### config.mk
export PLATFORM = sky130hd
export DESIGN_NAME = fsvs_div
export DESIGN_NICKNAME = d
export VERILOG_FILES = /design/src/rtl/core/assert_macros.svh /design/src/rtl/core/fsvs_pkg.sv /design/src/rtl/core/fsvs_div.sv
export SDC_FILE = /design/constraint.sdc
export NUM_CORES = 1
export LEC_CHECK = 0
export BUFFER_PORTS_ARGS = -buffer_cell sky130_fd_sc_hd__buf_4
export CORE_MARGIN = 8
export CORE_UTILIZATION = 45
export CTS_CLUSTER_SIZE = 28
export DETAILED_ROUTE_END_ITERATION = 8
export GPL_TIMING_DRIVEN = 1
export PLACE_DENSITY_LB_ADDON = 0.2
export SKIP_LAST_GASP = 1
export SYNTH_ARGS = -nofsm -noshare
export SYNTH_HDL_FRONTEND = slang
export SYNTH_SLANG_ARGS = --single-unit
### constraint.sdc
create_clock -name clock -period 8.72 [get_ports clock]
set_input_delay 1.744 -clock clock [delete_from_list [all_inputs] [get_ports clock]]
set_output_delay 1.744 -clock clock [all_outputs]
set_load 0.05 [all_outputs]
### src/rtl/core/assert_macros.svh
// Assertion macros shared by the scheduler RTL.
// Each macro expands to one labeled concurrent assertion that reports by $error.
`ifndef ASSERT_MACROS_SVH
`define ASSERT_MACROS_SVH

// Same-cycle implication.
`define ASSERT_SAME(label, clk, rst, ante, cons) \
   label: assert property (@(posedge clk) disable iff (rst) (ante) |-> (cons)) \
      else $error("assertion failed");

// Next-cycle implication.
`define ASSERT_NEXT(label, clk, rst, ante, cons) \
   label: assert property (@(posedge clk) disable iff (rst) (ante) |=> (cons)) \
      else $error("assertion failed");

`endif

### src/rtl/core/fsvs_pkg.sv
// Package for the fair-share virtual run time scheduler.
// Holds types, codes, widths and the weight factor table; depends on nothing.
`default_nettype none
package fsvs_pkg;
   localparam int DEF_MAX_TASKS   = 64;
   localparam int DEF_QUEUE_DEPTH = 64;
   localparam int ADDR_W   = 4;
   localparam int WEIGHT_W = 23;
   localparam int VRUN_W   = 56;
   localparam int SUM_W    = 40;
   localparam int DIV_W    = 49;
   localparam logic [VRUN_W-1:0] VRUN_MAX = '1;

   localparam logic [1:0] CMD_ENQUEUE  = 2'd0;
   localparam logic [1:0] CMD_COMPLETE = 2'd1;
   localparam logic [1:0] CMD_PICK     = 2'd2;

   localparam logic [1:0] ST_ACCEPTED   = 2'd0;
   localparam logic [1:0] ST_DISPATCHED = 2'd1;
   localparam logic [1:0] ST_EMPTY      = 2'd2;
   localparam logic [1:0] ST_FULL       = 2'd3;

   localparam logic [1:0] REG_TARGET = 2'd0;
   localparam logic [1:0] REG_GRAN   = 2'd1;
   localparam logic [1:0] REG_BASE   = 2'd2;

   typedef struct packed {
      logic                valid;
      logic [5:0]          task_id;
      logic [VRUN_W-1:0]   vrun;
      logic [WEIGHT_W-1:0] weight;
   } entry_type;

   typedef struct packed {
      logic insert;
      logic pop;
   } cell_ctl_type;

   function automatic logic [14:0] factor_q8(input logic [5:0] idx);
      logic [14:0] f;
      case (idx)
         6'd0: f = 15'd22204;  6'd1: f = 15'd17764;  6'd2: f = 15'd14211;
         6'd3: f = 15'd11369;  6'd4: f = 15'd9095;   6'd5: f = 15'd7276;
         6'd6: f = 15'd5821;   6'd7: f = 15'd4657;   6'd8: f = 15'd3725;
         6'd9: f = 15'd2980;   6'd10: f = 15'd2384;  6'd11: f = 15'd1907;
         6'd12: f = 15'd1526;  6'd13: f = 15'd1221;  6'd14: f = 15'd977;
         6'd15: f = 15'd781;   6'd16: f = 15'd625;   6'd17: f = 15'd500;
         6'd18: f = 15'd400;   6'd19: f = 15'd320;   6'd20: f = 15'd256;
         6'd21: f = 15'd205;   6'd22: f = 15'd164;   6'd23: f = 15'd131;
         6'd24: f = 15'd105;   6'd25: f = 15'd84;    6'd26: f = 15'd67;
         6'd27: f = 15'd54;    6'd28: f = 15'd43;    6'd29: f = 15'd34;
         6'd30: f = 15'd27;    6'd31: f = 15'd22;    6'd32: f = 15'd18;
         6'd33: f = 15'd14;    6'd34: f = 15'd11;    6'd35: f = 15'd9;
         6'd36: f = 15'd7;     6'd37: f = 15'd6;     6'd38: f = 15'd5;
         6'd39: f = 15'd4;
         default: f = 15'd0;
      endcase
      return f;
   endfunction
endpackage
`default_nettype wire

### src/rtl/core/fsvs_div.sv
// Restoring radix-2 divider, one quotient bit per cycle.
// Depends on fsvs_pkg only for the default width DIV_W.
`default_nettype none
module fsvs_div
   import fsvs_pkg::*;
#(
   parameter int W = DIV_W
) (
   input  wire logic         clock,
   input  wire logic         reset,
   input  wire logic         start,
   input  wire logic [W-1:0] num,
   input  wire logic [W-1:0] den,
   output logic              busy,
   output logic              done,
   output logic [W-1:0]      quo
);
   localparam int CNT_W = $clog2(W + 1);
   logic [W-1:0] rem_ff, rem_in, quo_ff, quo_in, den_ff;
   logic [CNT_W-1:0] cnt_ff, cnt_in;
   logic busy_ff, busy_in, done_ff, done_in;
   logic [W:0] trial;

   assign trial = {rem_ff, quo_ff[W-1]};
   assign busy = busy_ff;
   assign done = done_ff;
   assign quo = quo_ff;

   always_comb begin
      rem_in = rem_ff;
      quo_in = quo_ff;
      cnt_in = cnt_ff;
      busy_in = busy_ff;
      done_in = 1'b0;
      if (start) begin
         rem_in = '0;
         quo_in = num;
         cnt_in = CNT_W'(W);
         busy_in = 1'b1;
      end else if (busy_ff) begin
         if (trial >= {1'b0, den_ff}) begin
            rem_in = W'(trial - {1'b0, den_ff});
            quo_in = {quo_ff[W-2:0], 1'b1};
         end else begin
            rem_in = trial[W-1:0];
            quo_in = {quo_ff[W-2:0], 1'b0};
         end
         cnt_in = cnt_ff - 1'b1;
         if (cnt_ff == CNT_W'(1)) begin
            busy_in = 1'b0;
            done_in = 1'b1;
         end
      end
   end

   always_ff @(posedge clock) begin
      if (start) begin
         den_ff <= den;
      end
      rem_ff <= rem_in;
      quo_ff <= quo_in;
      if (reset) begin
         cnt_ff <= '0;
         busy_ff <= 1'b0;
         done_ff <= 1'b0;
      end else begin
         cnt_ff <= cnt_in;
         busy_ff <= busy_in;
         done_ff <= done_in;
      end
   end
endmodule
`default_nettype wire
==> run summary <==
fmax: 260.5 MHz
CTS resizes: 0
Post-synth ARST share: 0%
CTS Root Cell: clkbuf_16
Post-DRT Antenna Nets: 0
GRT Util Overall: 18.15%
Starting Density: 46.09%
Max rail drop VDD: 0.1269 mV
initial antenna violation count: 0
Area Overhead vs Synth: 20.17%
leakage: 4.640 nW
vias: 7552
Die Span X: 160.2 um
worst-path fanout max: 39
DR pass1 iterations: 7
P_sw: 0.0008241 W
data required time at the worst endpoint: 9.07 ns
Num CTS Buffers: 17
Synth warnings: 0
crit share post-route: 44.02%
Synth cell types: 66
Hold Path Class: reg2reg
Fin Hold WS: 0.4858 ns
Worst Setup Path Type: reg2reg
DR DRC count: 0
Congestion Overflow GR: 0
Post-synth EDFFs: 98
I/O Pins: 152
CTS tree: yes
row count: 52
Synth top area share: 31.46%
Slew HR: 24.00%
Die ar.: 25660 um^2
register area share after synthesis: 43.65%
Synth area leaders: edfxtp_1 31%, dfxtp_1 12%, ha_1 6.8%
I/O Buffers: 151
ratio of cells with drive above 1 in the final layout: 24.79%
CORE AREA: 20300 um^2
Flop pwr share: 38.7%
P per Cell Area: 206.8 nW/um^2
Hold Fails Final Rpt: 0
Clk pin slew, worst setup/hold paths: 0.07 ns
CP Capture Type: register
H-Tree Depth: 4
Syn Area/Cell: 9.735 um^2
syn nets: 1114
iteration-0 DRC count of the detailed router: 510
max-cap violations: 0
Routed WL per cell: 17.25 um
clk buf depth: 2
Final setup viols: 0
register bit total from synthesis: 155
post-CTS setup buffer count: 0
minimum clock period: 3.839 ns
combinational power share: 28.8%
pin count of the biggest net entering global routing: 90
Via density: 5.541
unrepaired setup endpoints after global routing: no
diode count: 0
GP Congestion: 0.8869
Clk Latency, worst-skew pair: 0.43 ns
CTS sink count: 155
global-route wire length before repair: 38630 um
outcome: finished, final reports clean
vias in the first global route: 7731
Slew @ Worst Pin: 1.136 ns
drt total wl: 23520 um
fin nets: 1233
post-DP HPWL: 17060 um
Sw Share: 35.44%
Synth Flop Type: edfxtp_1
crit path launch type: register
leading area contributor after synthesis: edfxtp_1
Syn Std Cell Area: 9355 um^2
hold buffers post-CTS: 0
post-route setup TNS: 0 ns
cell count after synthesis: 961
most frequent cell after synthesis: nand2_1
P_int: 0.001501 W
clock share of power: 32.5%
most frequent cells after synthesis: 116 x nand2_1, 98 x edfxtp_1, 78 x nor2_1
Die Y-Extent: 160.2 um
final max-slew violation count: 0
Clock Skew: 0.01431 ns
Data arrival, critical path: 4.19 ns
[cell families (layout without fill, tap and decap cells)]
family	after synthesis	after routing	synth area share (%)
flip-flops	155	155	43.65
AND/OR/NAND/NOR	291	291	14.31
AO/OA/AOI/OAI	245	245	19.02
multiplexers	59	59	6.981
XOR/XNOR	41	41	3.838
buffers and inverters	118	250	5.162
adder cells (fa/ha/maj)	52	52	7.035
[state kept, by name, indices dropped and copies added (netlist names)]
register  count
cnt_ff        6
busy          1
den_ff       49
quo          49
rem_ff       49
done          1
[layer usage]
metal | vias to the layer above | GRT usage [%] | wire length, um | share of wire [%]
met5 | - | 0 | 0 | 0
met4 | 0 | 4.630 | 362 | 1.5
met3 | 32 | 6.427 | 1705 | 7.3
met2 | 201 | 29.60 | 11010 | 47
met1 | 3542 | 22.43 | 10440 | 44
li1 | 3777 | - | - | -
[stage by stage]
| step | instances | area, um^2 | power [W] | worst slack [ns] | utilization [%] |
|---|---|---|---|---|---|
| 2_1_floorplan | 961 | 9355 | 0.001401 | 4.944 | - |
| 3_3_place_gp | 1331 | 10640 | 0.001577 | 4.926 | 52.39 |
| 3_5_place_dp | 1331 | 10640 | 0.001580 | 4.888 | 52.39 |
| 4_1_cts | 1363 | 11240 | 0.002340 | 4.876 | 55.38 |
| 5_1_grt | 1363 | 11240 | 0.002438 | 4.494 | 55.38 |
| 6_report | 1363 | 11240 | 0.002325 | 4.881 | 55.38 |
[area by class of cell]
type | count | area, um^2
Fill cell | 1860 | 9057
Multi-Input combinational cell | 688 | 4798
Sequential cell | 155 | 4088
Timing Repair Buffer | 157 | 1182
Clock buffer | 17 | 425.4
Tap cell | 270 | 337.8
Inverter | 61 | 229.0
Clock inverter | 15 | 181.4
[layout by cell type, fill, tap and decap left out, drive strengths merged, types with 6 or more instances in the layout]
cell    count
dfxtp      57
nor2b       7
nor4        6
o21bai      6
xor2       19
nor3       16
a31oi       9
and3        6
a311oi     31
nand4      14
o211ai     13
a211oi     12
nand3      15
ha         51
nand2     116
clkinv      7
o21ai      40
nor2       78
a21o       22
inv        69
a21oi      68
clkbuf     17
mux2i       9
edfxtp     98
o221ai      6
o21a       10
mux2       50
xnor2      22
buf       157
or3         8
[worst max-delay path, stage by stage (launching register included)]
cell and delay [ns]:
edfxtp_1 0.42, inv_1 0.08, ha_1 0.15, inv_1 0.05
fa_1 0.40, a21oi_1 0.19, o21ai_0 0.13, o22ai_1 0.49
a211oi_2 0.23, o2111ai_4 0.31, o21a_2 0.73, nor4b_1 0.11
a211o_1 0.33, nor3_1 0.13
[path summary, 6_finish.rpt]
path                            slack [ns]                    start                      end  cells after the start
worst max register to register        4.88        quo[48]$_DFFE_PP_  rem_ff[43]$_SDFFE_PP0P_                     13
worst min register to register        0.49  rem_ff[38]$_SDFFE_PP0P_  rem_ff[38]$_SDFFE_PP0P_                      2
worst max-delay path                  4.88        quo[48]$_DFFE_PP_  rem_ff[43]$_SDFFE_PP0P_                     13
worst min-delay path                  0.49  rem_ff[38]$_SDFFE_PP0P_  rem_ff[38]$_SDFFE_PP0P_                      2
[power groups by stage]
stage          Combinational, W  Sequential [W]  Clock [W]
5_1_grt                0.000732        0.000908   0.000798
4_1_cts                0.000671        0.000899   0.000770
3_3_place_gp           0.000663        0.000913          0
3_5_place_dp           0.000667        0.000913          0
2_1_floorplan          0.000408        0.000993          0
6_report               0.000671        0.000899   0.000756
No activity file was read; power rests on OpenSTA's default activity.
