===== config.mk =====
export PLATFORM = sky130hd
export DESIGN_NAME = fsvs_cell
export DESIGN_NICKNAME = d
export VERILOG_FILES = /design/src/rtl/core/assert_macros.svh /design/src/rtl/core/fsvs_pkg.sv /design/src/rtl/core/fsvs_cell.sv
export SDC_FILE = /design/constraint.sdc
export NUM_CORES = 1
export LEC_CHECK = 0
export ABC_AREA = 1
export BUFFER_PORTS_ARGS = -buffer_cell sky130_fd_sc_hd__clkbuf_2
export CAP_MARGIN = 5
export CORE_MARGIN = 3
export CORE_UTILIZATION = 30
export DETAILED_ROUTE_END_ITERATION = 6
export PLACE_DENSITY = 0.6
export SLEW_MARGIN = 15
export SYNTH_ARGS = -nofsm -noshare
export SYNTH_HDL_FRONTEND = slang
export SYNTH_SLANG_ARGS = --single-unit

===== constraint.sdc =====
create_clock -name clock -period 2.9 [get_ports clock]
set_input_delay 0.58 -clock clock [delete_from_list [all_inputs] [get_ports clock]]
set_output_delay 0.58 -clock clock [all_outputs]
set_load 0.01 [all_outputs]

===== src/rtl/core/assert_macros.svh =====
// Assertion macros shared by the scheduler RTL.
// Each macro expands to one labeled concurrent assertion that reports by $error.
`ifndef ASSERT_MACROS_SVH
`define ASSERT_MACROS_SVH

// Same-cycle implication.
`define ASSERT_SAME(label, clk, rst, ante, cons) \
   label: assert property (@(posedge clk) disable iff (rst) (ante) |-> (cons)) \
      else $error("assertion failed");

// Next-cycle implication.
`define ASSERT_NEXT(label, clk, rst, ante, cons) \
   label: assert property (@(posedge clk) disable iff (rst) (ante) |=> (cons)) \
      else $error("assertion failed");

`endif


===== src/rtl/core/fsvs_pkg.sv =====
// Package for the fair-share virtual run time scheduler.
// Holds types, codes, widths and the weight factor table; depends on nothing.
`default_nettype none
package fsvs_pkg;
   localparam int DEF_MAX_TASKS   = 64;
   localparam int DEF_QUEUE_DEPTH = 64;
   localparam int ADDR_W   = 4;
   localparam int WEIGHT_W = 23;
   localparam int VRUN_W   = 56;
   localparam int SUM_W    = 40;
   localparam int DIV_W    = 49;
   localparam logic [VRUN_W-1:0] VRUN_MAX = '1;

   localparam logic [1:0] CMD_ENQUEUE  = 2'd0;
   localparam logic [1:0] CMD_COMPLETE = 2'd1;
   localparam logic [1:0] CMD_PICK     = 2'd2;

   localparam logic [1:0] ST_ACCEPTED   = 2'd0;
   localparam logic [1:0] ST_DISPATCHED = 2'd1;
   localparam logic [1:0] ST_EMPTY      = 2'd2;
   localparam logic [1:0] ST_FULL       = 2'd3;

   localparam logic [1:0] REG_TARGET = 2'd0;
   localparam logic [1:0] REG_GRAN   = 2'd1;
   localparam logic [1:0] REG_BASE   = 2'd2;

   typedef struct packed {
      logic                valid;
      logic [5:0]          task_id;
      logic [VRUN_W-1:0]   vrun;
      logic [WEIGHT_W-1:0] weight;
   } entry_type;

   typedef struct packed {
      logic insert;
      logic pop;
   } cell_ctl_type;

   function automatic logic [14:0] factor_q8(input logic [5:0] idx);
      logic [14:0] f;
      case (idx)
         6'd0: f = 15'd22204;  6'd1: f = 15'd17764;  6'd2: f = 15'd14211;
         6'd3: f = 15'd11369;  6'd4: f = 15'd9095;   6'd5: f = 15'd7276;
         6'd6: f = 15'd5821;   6'd7: f = 15'd4657;   6'd8: f = 15'd3725;
         6'd9: f = 15'd2980;   6'd10: f = 15'd2384;  6'd11: f = 15'd1907;
         6'd12: f = 15'd1526;  6'd13: f = 15'd1221;  6'd14: f = 15'd977;
         6'd15: f = 15'd781;   6'd16: f = 15'd625;   6'd17: f = 15'd500;
         6'd18: f = 15'd400;   6'd19: f = 15'd320;   6'd20: f = 15'd256;
         6'd21: f = 15'd205;   6'd22: f = 15'd164;   6'd23: f = 15'd131;
         6'd24: f = 15'd105;   6'd25: f = 15'd84;    6'd26: f = 15'd67;
         6'd27: f = 15'd54;    6'd28: f = 15'd43;    6'd29: f = 15'd34;
         6'd30: f = 15'd27;    6'd31: f = 15'd22;    6'd32: f = 15'd18;
         6'd33: f = 15'd14;    6'd34: f = 15'd11;    6'd35: f = 15'd9;
         6'd36: f = 15'd7;     6'd37: f = 15'd6;     6'd38: f = 15'd5;
         6'd39: f = 15'd4;
         default: f = 15'd0;
      endcase
      return f;
   endfunction
endpackage
`default_nettype wire


===== src/rtl/core/fsvs_cell.sv =====
// One cell of the sorted ready queue, holding a single entry.
// Depends on fsvs_pkg for the entry and control types.
`default_nettype none
module fsvs_cell
   import fsvs_pkg::*;
(
   input  wire logic         clock,
   input  wire logic         reset,
   input  wire cell_ctl_type ctl,
   input  wire entry_type    nw,
   input  wire entry_type    left,
   input  wire logic         left_before,
   input  wire entry_type    right,
   output entry_type         q,
   output logic              ahead
);
   entry_type q_ff, q_in;

   assign ahead = !q_ff.valid || (nw.vrun < q_ff.vrun);
   assign q = q_ff;

   always_comb begin
      q_in = q_ff;
      if (ctl.insert && ahead) begin
         q_in = left_before ? left : nw;
      end else if (ctl.pop) begin
         q_in = right;
      end
   end

   always_ff @(posedge clock) begin
      if (reset) begin
         q_ff <= '0;
      end else begin
         q_ff <= q_in;
      end
   end
endmodule
`default_nettype wire


==> results_dict.tcl, run 1 <==
set metrics [dict create \
    p_sw_mw 1.36 \
    track_usage_pct 18.6 \
    synth-edff-count 0 \
    power_density_nw_per_um2 431 \
    diodes 0 \
    finalCriticalPeriod_ps 2640 \
    holdCritPathClass "register to register" \
    dr_wl_met3_mm 1.92 \
    fp.dieW_um 157 \
    setup_viol 0 \
    yosys.area.top_type "dfxtp_1" \
    finalNonFillerCells 1613 \
    cts_max_path_buffers 2 \
    clock-root-buffer "clkbuf_16" \
    criticalPathCategory "register to output pin" \
    syn_nets 1347 \
    maxUsedRoutingLayer "met4" \
    synth.distinct_cells 22 \
    port_buffers 349 \
    reg2reg_from "q[58]$_SDFFE_PP0P_" \
    p_leak_nw 5.05 \
    critPathLaunchType "register" \
    finalHoldViolCount 0 \
    drc 0 \
    max_slew_margin_pct 31.2 \
    wl_per_cell_um 15.0 \
    grt-ovfl-total 0 \
    setup_tns_ps 0 \
    fin_skew_ps 12.0 \
    nets 1646 \
    required_ps 2320 \
    wirelength_mm 24.2 \
    die-height_um 157 \
    min_from "q[5]$_SDFFE_PP0P_" \
    rows 54 \
    timing.final.crit_share_pct 91.0 \
    tightestPinTransition_ps 1030 \
    power.share.sequential_pct 35.4 \
    vdd_drop_max_mv 0.191 \
    avgSynthCellArea_um2 6.63 \
    dr_wl_met2_mm 11.5 \
    ys_top_cells_by_area "dfxtp_1 25%, nand2_1 18%, mux2i_1 12%" \
    largest_reg_flops 86 \
    area_growth_pct 33.5 \
    finalMaxSlewViolations 0 \
    ys_seq_area_share_pct 25.2 \
    cts_num_sinks 86 \
    outcome "completed" \
    dr.pass1.iters 5 \
    synthCells 1029 \
    viasPerCell 4.86 \
    grt_pass1_vias 7139 \
    utilization_pct 41.2 \
    htree_levels 3 \
    async_reset_ff_share_pct 0 \
    slowest_stage "dfxtp_1" \
    die-area_um2 24600 \
    cts_inserted_buffers 9 \
    ys_dominant_reg_cell "dfxtp_1" \
    crit_chain "inv_1 -> ha_1 -> nand2_1 -> inv_1 -> nand3_1 -> nor2_2 -> nand3_1 -> nor3_1 -> nand2_1 -> nand2_1 -> nand2_4 -> buf_4" \
    cp_max_fo 3 \
    cts.clk_slew.worst_paths_ps 70 \
    post-dp-hpwl_mm 18.2 \
    grt_setup_unrepaired "no" \
    vias 7840 \
    cp_common_cell "nand2_1" \
    synthesis.area_um2 6820 \
    synth.ff_latch_count 86 \
    drt_iter0_drc 300 \
    antenna_found_initial 0 \
    slowest_delay_ps 370 \
    fmaxAchievable_mhz 379 \
    drive_gt1_share_pct 30.2 \
    switching_share_pct 34.7 \
    io_pins 350 \
    grt_pass1_wl_mm 36.5 \
    cp-startpoint "q[58]$_SDFFE_PP0P_" \
    p_total_mw 3.93 \
    worstSkewPairLatency_ps 350 \
    initial_core_util_pct 30.9 \
    ant_nets 0 \
    wl_met1_mm 10.4 \
    core_um2 22100 \
    yosysWarnings 0 \
    grt_max_degree 87 \
    netlist.area_leader.share_pct 25.2 \
    synth_most_common_cell "nand2_1" \
    place_inst 1595 \
    cts_tree "built" \
    crit_arrival_ps 2060 \
    clkPwrFrac_pct 30.8 \
    cp-end-kind "output pin" \
    gp_congestion 0.843 \
    pwr-share-comb_pct 33.8 \
    postCtsHoldBufs 0 \
    cellInternalPower_mw 2.56 \
    maxCapViolCount 0 \
    synth_commonest_cells "336 x nand2_1, 168 x nand3_1, 101 x a21oi_1, 86 x dfxtp_1, 85 x mux2i_1" \
]
[worst paths after layout]
| path | to | slack [ps] | cells past startpoint |
|---|---|---|---|
| worst max register to register | q[27]$_SDFFE_PP0P_ | 440 | 17 |
| worst min-delay path | q[5]$_SDFFE_PP0P_ | 480 | 2 |
| worst max-delay path | ahead | 260 | 12 |
| worst min register to register | q[5]$_SDFFE_PP0P_ | 480 | 2 |
[per-layer routing]
metal | vias to the layer above | GRT usage (%)
met1 | 3523 | 23.1
met5 | - | 0
met4 | 0 | 6.09
met2 | 304 | 31.7
met3 | 28 | 4.09
li1 | 3985 | -
[layout by cell type (no fill, tap or decap), drive strengths merged]
cell / count
clkbuf: 355
nand2: 338
nand3: 178
a21oi: 105
dfxtp: 86
mux2i: 85
inv: 77
ha: 55
buf: 20
nor2: 18
nand4: 3
nor3: 3
clkinv: 3
a21o: 2
o21ai: 2
clkinvlp: 2
bufinv: 1
[worst max-delay path, delay by kind of cell (launching register included)]
family                     cells  cell delay (ps)
buffers and inverters          3              270
adders and majority gates      1              290
and+or+nand+nor                8              790
DFF                            1              370
[metrics by stage]
stage	worst slack, ps	hold WS, ps	instance area (µm²)
after global placement	147	464	8770
after global routing	65.7	498	9110
after CTS	66.1	480	9070
after floorplan	453	498	6820
final	260	479	9110
after detailed placement	150	471	8770
[repair_timing]
item                                    CTS  global route
endpoints found under the setup margin    0             1
gates resized for setup                   0             9
setup buffers                             0             2
endpoints found under the hold margin     0             0
[power by group through the flow]
stage                     Combinational, mW  Sequential, mW  Clock [mW]
final                                  1.33            1.39        1.21
after global routing                   1.50            1.41        1.29
after CTS                              1.34            1.39        1.25
after detailed placement               1.33            1.42           0
after global placement                 1.32            1.41           0
after floorplan                       0.755            1.46           0
[logic make-up after synthesis]
group,after synthesis,synth area share (%)
buffers and inverters,154,9.89
adder cells (fa/ha/maj),55,10.1
multiplexers,85,12.5
AND/OR/NAND/NOR,540,34.0
flip-flops,86,25.2
AO/OA/AOI/OAI,109,8.29
[cell type report]
type                    count  area (µm²)
flip-flops and latches     86        1720
clock inverters             5        58.8
clock buffers              11         243
repair buffers            364        1980
inverters                  78         294
well taps                 280         350
multi-input cells         789        4450
fillers                  2378       13000
No activity file was read; power rests on OpenSTA's default activity.
==> inputs of run 2 (changes only) <==
--- a/config.mk
+++ b/config.mk
@@ -5,7 +5,6 @@
 export SDC_FILE = /design/constraint.sdc
 export NUM_CORES = 1
 export LEC_CHECK = 0
-export ABC_AREA = 1
 export BUFFER_PORTS_ARGS = -buffer_cell sky130_fd_sc_hd__clkbuf_2
 export CAP_MARGIN = 5
 export CORE_MARGIN = 3
==> run 2 against run 1 <==
The flow now finishes with violations (setup timing). Synthesized cell count fell by 26%. Maximum frequency fell by 13%. Wire length shrank 6.8%. Sequential share of layout area shrank 1.6 points. Via count fell by 14%. Critical path depth decreased by 1. Critical endpoint unchanged.
==> results_dict.tcl, run 2 <==
set metrics [dict create \
    post-dp-hpwl_mm 17.0 \
    clock-root-buffer "clkbuf_16" \
    tightestPinTransition_ps 666 \
    setup_tns_ps -126 \
    htree_levels 3 \
    grt_max_degree 95 \
    core_um2 22100 \
    die-area_um2 24600 \
    crit_arrival_ps 2450 \
    reg2reg_from "q[48]$_SDFFE_PP0P_" \
    finalHoldViolCount 0 \
    hold_slack_ps 580 \
    synth_commonest_cells "172 x nor2_1, 171 x mux2i_1, 86 x dfxtp_1, 57 x inv_1, 55 x ha_1" \
    async_reset_ff_share_pct 0 \
    ys_dominant_reg_cell "dfxtp_1" \
    grt_pass1_vias 6582 \
    failed_checks "setup timing" \
    initial_core_util_pct 30.9 \
    maxCapViolCount 0 \
    gp_congestion 0.777 \
    grt-ovfl-total 0 \
    grt_pass1_wl_mm 34.0 \
    critPathLaunchType "register" \
    cp_max_fo 3 \
    synth.distinct_cells 36 \
    synthesis.area_um2 6840 \
    final_cell_mix "345 x clkbuf_2, 172 x nor2_1, 171 x mux2i_1" \
    p_leak_nw 5.43 \
    power_density_nw_per_um2 399 \
    area_growth_pct 50.0 \
    fmaxAchievable_mhz 330 \
    port_buffers 349 \
    reg2reg_depth 12 \
    pre_cts_ws_ps -349 \
    cts_num_sinks 86 \
    dr.pass1.iters 6 \
    yosys.area.top_type "dfxtp_1" \
    track_usage_pct 17.2 \
    multiInputGateArea_um2 5040 \
    cts.clk_slew.worst_paths_ps 60 \
    ant_nets 0 \
    final_area_um2 10300 \
    ys_top_cells_by_area "dfxtp_1 25%, mux2i_1 25%, ha_1 10%" \
    avgSynthCellArea_um2 8.92 \
    reg2reg_slack_ps 40 \
    syn_nets 1084 \
    grt_use_met2_pct 29.7 \
    rows 54 \
    synth_most_common_cell "nor2_1" \
    min_from "ctl[1]" \
    worst_hold_path.num_cells 3 \
    cts_inserted_buffers 9 \
    drt_iter0_drc 172 \
    final-seq-area_um2 1770 \
    setup_ws_ps -126 \
    wirelength_mm 22.6 \
    cts_max_path_buffers 2 \
    synth-edff-count 0 \
    antenna_found_initial 0 \
    required_ps 2320 \
    cts_tree "built" \
    grtUsageMet3_pct 2.25 \
    drc 0 \
    fin_skew_ps 15.5 \
    holdCritPathClass "input port to register" \
    grtUsageMet1_pct 21.9 \
    wl_per_cell_um 15.7 \
    grt_setup_unrepaired "yes" \
    vdd_drop_max_mv 0.194 \
    post_dp_cell_area_um2 9080 \
    ys_seq_area_share_pct 25.2 \
    synth.ff_latch_count 86 \
    finalMaxSlewViolations 0 \
    yosysWarnings 0 \
    setup_viol 1 \
    max_slew_margin_pct 55.6 \
    fp.dieW_um 157 \
    final_common_cell "clkbuf_2" \
    die-height_um 157 \
    hold_end "q[85]$_SDFFE_PP0P_" \
    diodes 0 \
    busiest_layer "met2" \
    io_pins 350 \
    synthCells 766 \
    fillers 2163 \
    finalCriticalPeriod_ps 3030 \
    cp-end-kind "output pin" \
    netlist.area_leader.share_pct 25.2 \
    largest_reg_flops 86 \
    criticalPathCategory "register to output pin" \
    worstReg2RegEnd "q[66]$_SDFFE_PP0P_" \
    drive_gt1_share_pct 53.1 \
    timing.final.crit_share_pct 104 \
    vias 6735 \
    viasPerCell 4.69 \
    worstSkewPairLatency_ps 350 \
    outcome "complete, but fails checks" \
    nets 1469 \
]
==> run 2: report_power, final <==
| group | switching [mW] | internal (mW) |
|---|---|---|
| sequential | 0.0864 | 1.32 |
| combinational | 0.705 | 0.847 |
| clock | 0.519 | 0.609 |
==> run 2: worst max-delay path by stage <==
| stage | startpoint | to | slack [ps] | depth (start not counted) |
|---|---|---|---|---|
| after floorplan | nw[45] | q[30]$_SDFFE_PP0P_ | 5 | 11 |
| after global placement | nw[45] | q[56]$_SDFFE_PP0P_ | -310 | 9 |
| after detailed placement | nw[45] | q[60]$_SDFFE_PP0P_ | -350 | 9 |
| after CTS | q[41]$_SDFFE_PP0P_ | ahead | -240 | 8 |
| after global routing | q[78]$_SDFFE_PP0P_ | ahead | -290 | 11 |
| final | q[78]$_SDFFE_PP0P_ | ahead | -130 | 11 |
==> run 2: critical path, cell delays in order, from the launching register on <==
cell and delay [ps]:
dfxtp_2 350, inv_2 50, ha_4 260, nand4_1 210, nor4_4 330, buf_4 150
nand2_2 50, o211ai_1 160, a22oi_2 140, buf_4 150, and2_4 150, buf_6 120
==> run 2: cell families (layout without fill, tap and decap cells) <==
family	count (synthesis)	in the layout	share of synthesized area (%)
DFF	86	86	25.2
adders and majority gates	55	55	10.1
AOI/OAI and AO/OA	48	48	4.08
and+or+nand+nor	215	215	12.6
muxes	256	256	41.2
buffers and inverters	106	496	6.83
==> run 2: final cells by class <==
| type | count | area share [%] |
|---|---|---|
| Timing Repair Buffer | 423 | 25.3 |
| Tap cell | 280 | 3.42 |
| Clock inverter | 6 | 0.452 |
| Multi-Input combinational cell | 574 | 49.1 |
| Inverter | 57 | 2.09 |
| Clock buffer | 10 | 2.33 |
| Sequential cell | 86 | 17.3 |
==> run 2: per-layer routing <==
metal	wire length, µm	vias up
met5	0	-
met4	558	0
met3	998	33
met2	11400	185
met1	9630	3118
li1	-	3399
==> run 2: stage by stage <==
step	total power, mW	util, %	instances
detailed placement	2.75	41.1	1385
floorplan	2.20	-	766
global placement	2.73	41.1	1385
finish	4.09	46.4	1436
CTS	4.04	44.5	1420
global route	4.36	46.4	1436
==> run 2: repair_timing <==
action | in CTS | in global routing
pin swaps | 10 | 19
hold buffers | 0 | 0
setup buffers | 13 | 18
gates cloned | 6 | 0
resized for setup | 45 | 71
endpoints found under the setup margin | 83 | 86
==> inputs of run 3 (changes only) <==
--- a/config.mk
+++ b/config.mk
@@ -10,6 +10,7 @@
 export CORE_MARGIN = 3
 export CORE_UTILIZATION = 30
 export DETAILED_ROUTE_END_ITERATION = 6
+export MAX_ROUTING_LAYER = met4
 export PLACE_DENSITY = 0.6
 export SLEW_MARGIN = 15
 export SYNTH_ARGS = -nofsm -noshare
==> run 3 against run 2 <==
The flow still finishes with violations (setup timing). Via count shrank 0.30%. Maximum frequency is essentially flat. Final area is essentially flat. Total power grew 0.16%. Hold slack lost 2.3 ps. Global-route usage grew 0.52 points. First-iteration DRC count grew 18%. Sequential share of layout area is essentially flat. Sequential cell count is the same. Combinational power is essentially flat. Non-clock buffer count is the same. Critical endpoint unchanged.
==> results_dict.tcl, run 3 (synthesized netlist as in run 2, its figures left out) <==
set metrics [dict create \
    outcome "complete, but fails checks" \
    failed_checks "setup timing" \
    cp-end-kind "output pin" \
    diodes 0 \
    finalHoldViolCount 0 \
    dr.pass1.iters 6 \
    postCtsHoldBufs 0 \
    wl_per_cell_um 15.7 \
    cts_max_path_buffers 2 \
    nets 1469 \
    required_ps 2320 \
    cts_num_sinks 86 \
    crit_arrival_ps 2450 \
    setup_ws_ps -127 \
    finalMaxSlewViolations 0 \
    grt_max_degree 95 \
    vias 6715 \
    holdCritPathClass "input port to register" \
    ant_nets 0 \
    criticalPathCategory "register to output pin" \
    largest_reg_flops 86 \
    initial_core_util_pct 30.9 \
    p_total_mw 4.09 \
    core_um2 22100 \
    fp.dieW_um 157 \
    rows 54 \
    viasPerCell 4.68 \
    final_cell_mix "345 x clkbuf_2, 172 x nor2_1, 171 x mux2i_1" \
    io_pins 350 \
    clock-root-buffer "clkbuf_16" \
    power_density_nw_per_um2 399 \
    vdd_drop_max_mv 0.193 \
    fin_skew_ps 15.1 \
    area_growth_pct 50.1 \
    maxCapViolCount 0 \
    die-height_um 157 \
    antenna_found_initial 0 \
    wirelength_mm 22.6 \
    finalCriticalPeriod_ps 3030 \
    place_inst 1385 \
    final_common_cell "clkbuf_2" \
    cts_tree "built" \
    track_usage_pct 17.7 \
    timing.final.crit_share_pct 104 \
    gp_congestion 0.788 \
    worstSkewPairLatency_ps 350 \
    grt_pass1_vias 6581 \
    finalNonFillerCells 1436 \
    utilization_pct 46.4 \
    die-area_um2 24600 \
    setup_viol 1 \
    grt_setup_unrepaired "yes" \
    fmaxAchievable_mhz 330 \
    grt-ovfl-total 0 \
    max_slew_margin_pct 55.7 \
    cts.clk_slew.worst_paths_ps 60 \
    htree_levels 3 \
    grt_pass1_wl_mm 34.0 \
    post-dp-hpwl_mm 17.0 \
    port_buffers 349 \
    drc 0 \
    p_leak_nw 5.42 \
    cts_inserted_buffers 9 \
    drive_gt1_share_pct 53.2 \
    cp_max_fo 3 \
    drt_iter0_drc 203 \
    tightestPinTransition_ps 665 \
    critPathLaunchType "register" \
]
## run 3: metrics by stage
step                      area, µm²  hold slack, ps  setup TNS, ps  worst slack [ps]
final                         10300             578           -127              -127
after detailed placement       9080             615         -26880              -349
after global placement         9080             604         -23740              -313
after global routing          10300             573          -2310              -286
after floorplan                6840             662              0              5.10
after CTS                      9820             539          -2940              -245
## run 3: per-layer routing
layer,part of all wire [%],GRT usage (%),wire (µm)
met5,0,-,0
met2,50,29.8,11300
met3,4.3,2.14,966
met1,43,22.0,9710
met4,2.5,6.04,557
## run 3: cell type report
class	instances	area, µm²
Clock buffer	10	239
Timing Repair Buffer	423	2590
Clock inverter	6	46.3
Tap cell	280	350
Sequential cell	86	1770
Fill cell	2160	11800
Inverter	57	214
Multi-Input combinational cell	574	5040
## run 3: repair_timing
item,in CTS,in global routing
setup endpoints to repair,83,86
setup buffers,13,18
gates resized for setup,45,72
pin swaps,10,19
gates cloned,6,0
## run 3: final timing paths
kind	slack, ps	from	depth (start not counted)	end
worst max-delay path	-130	q[78]$_SDFFE_PP0P_	11	ahead
worst max register to register	30	q[41]$_SDFFE_PP0P_	11	q[66]$_SDFFE_PP0P_
worst min-delay path	580	ctl[1]	3	q[85]$_SDFFE_PP0P_
worst min register to register	630	q[11]$_SDFFE_PP0P_	3	q[11]$_SDFFE_PP0P_
## run 3: worst max-delay path: stages, from the launching register on
cell	delay [ps]
dfxtp_2	350
inv_2	50
ha_4	260
nand4_1	210
nor4_4	330
buf_4	150
nand2_2	50
o211ai_1	160
a22oi_2	140
buf_4	150
and2_4	150
buf_6	120
## run 3: power breakdown
part	total, mW	internal [mW]	switching [mW]	leakage [nW]
Sequential	1.40	1.32	0.0861	0.726
Combinational	1.56	0.850	0.707	4.56
Clock	1.13	0.609	0.522	0.135
Total	4.09	2.78	1.31	5.42
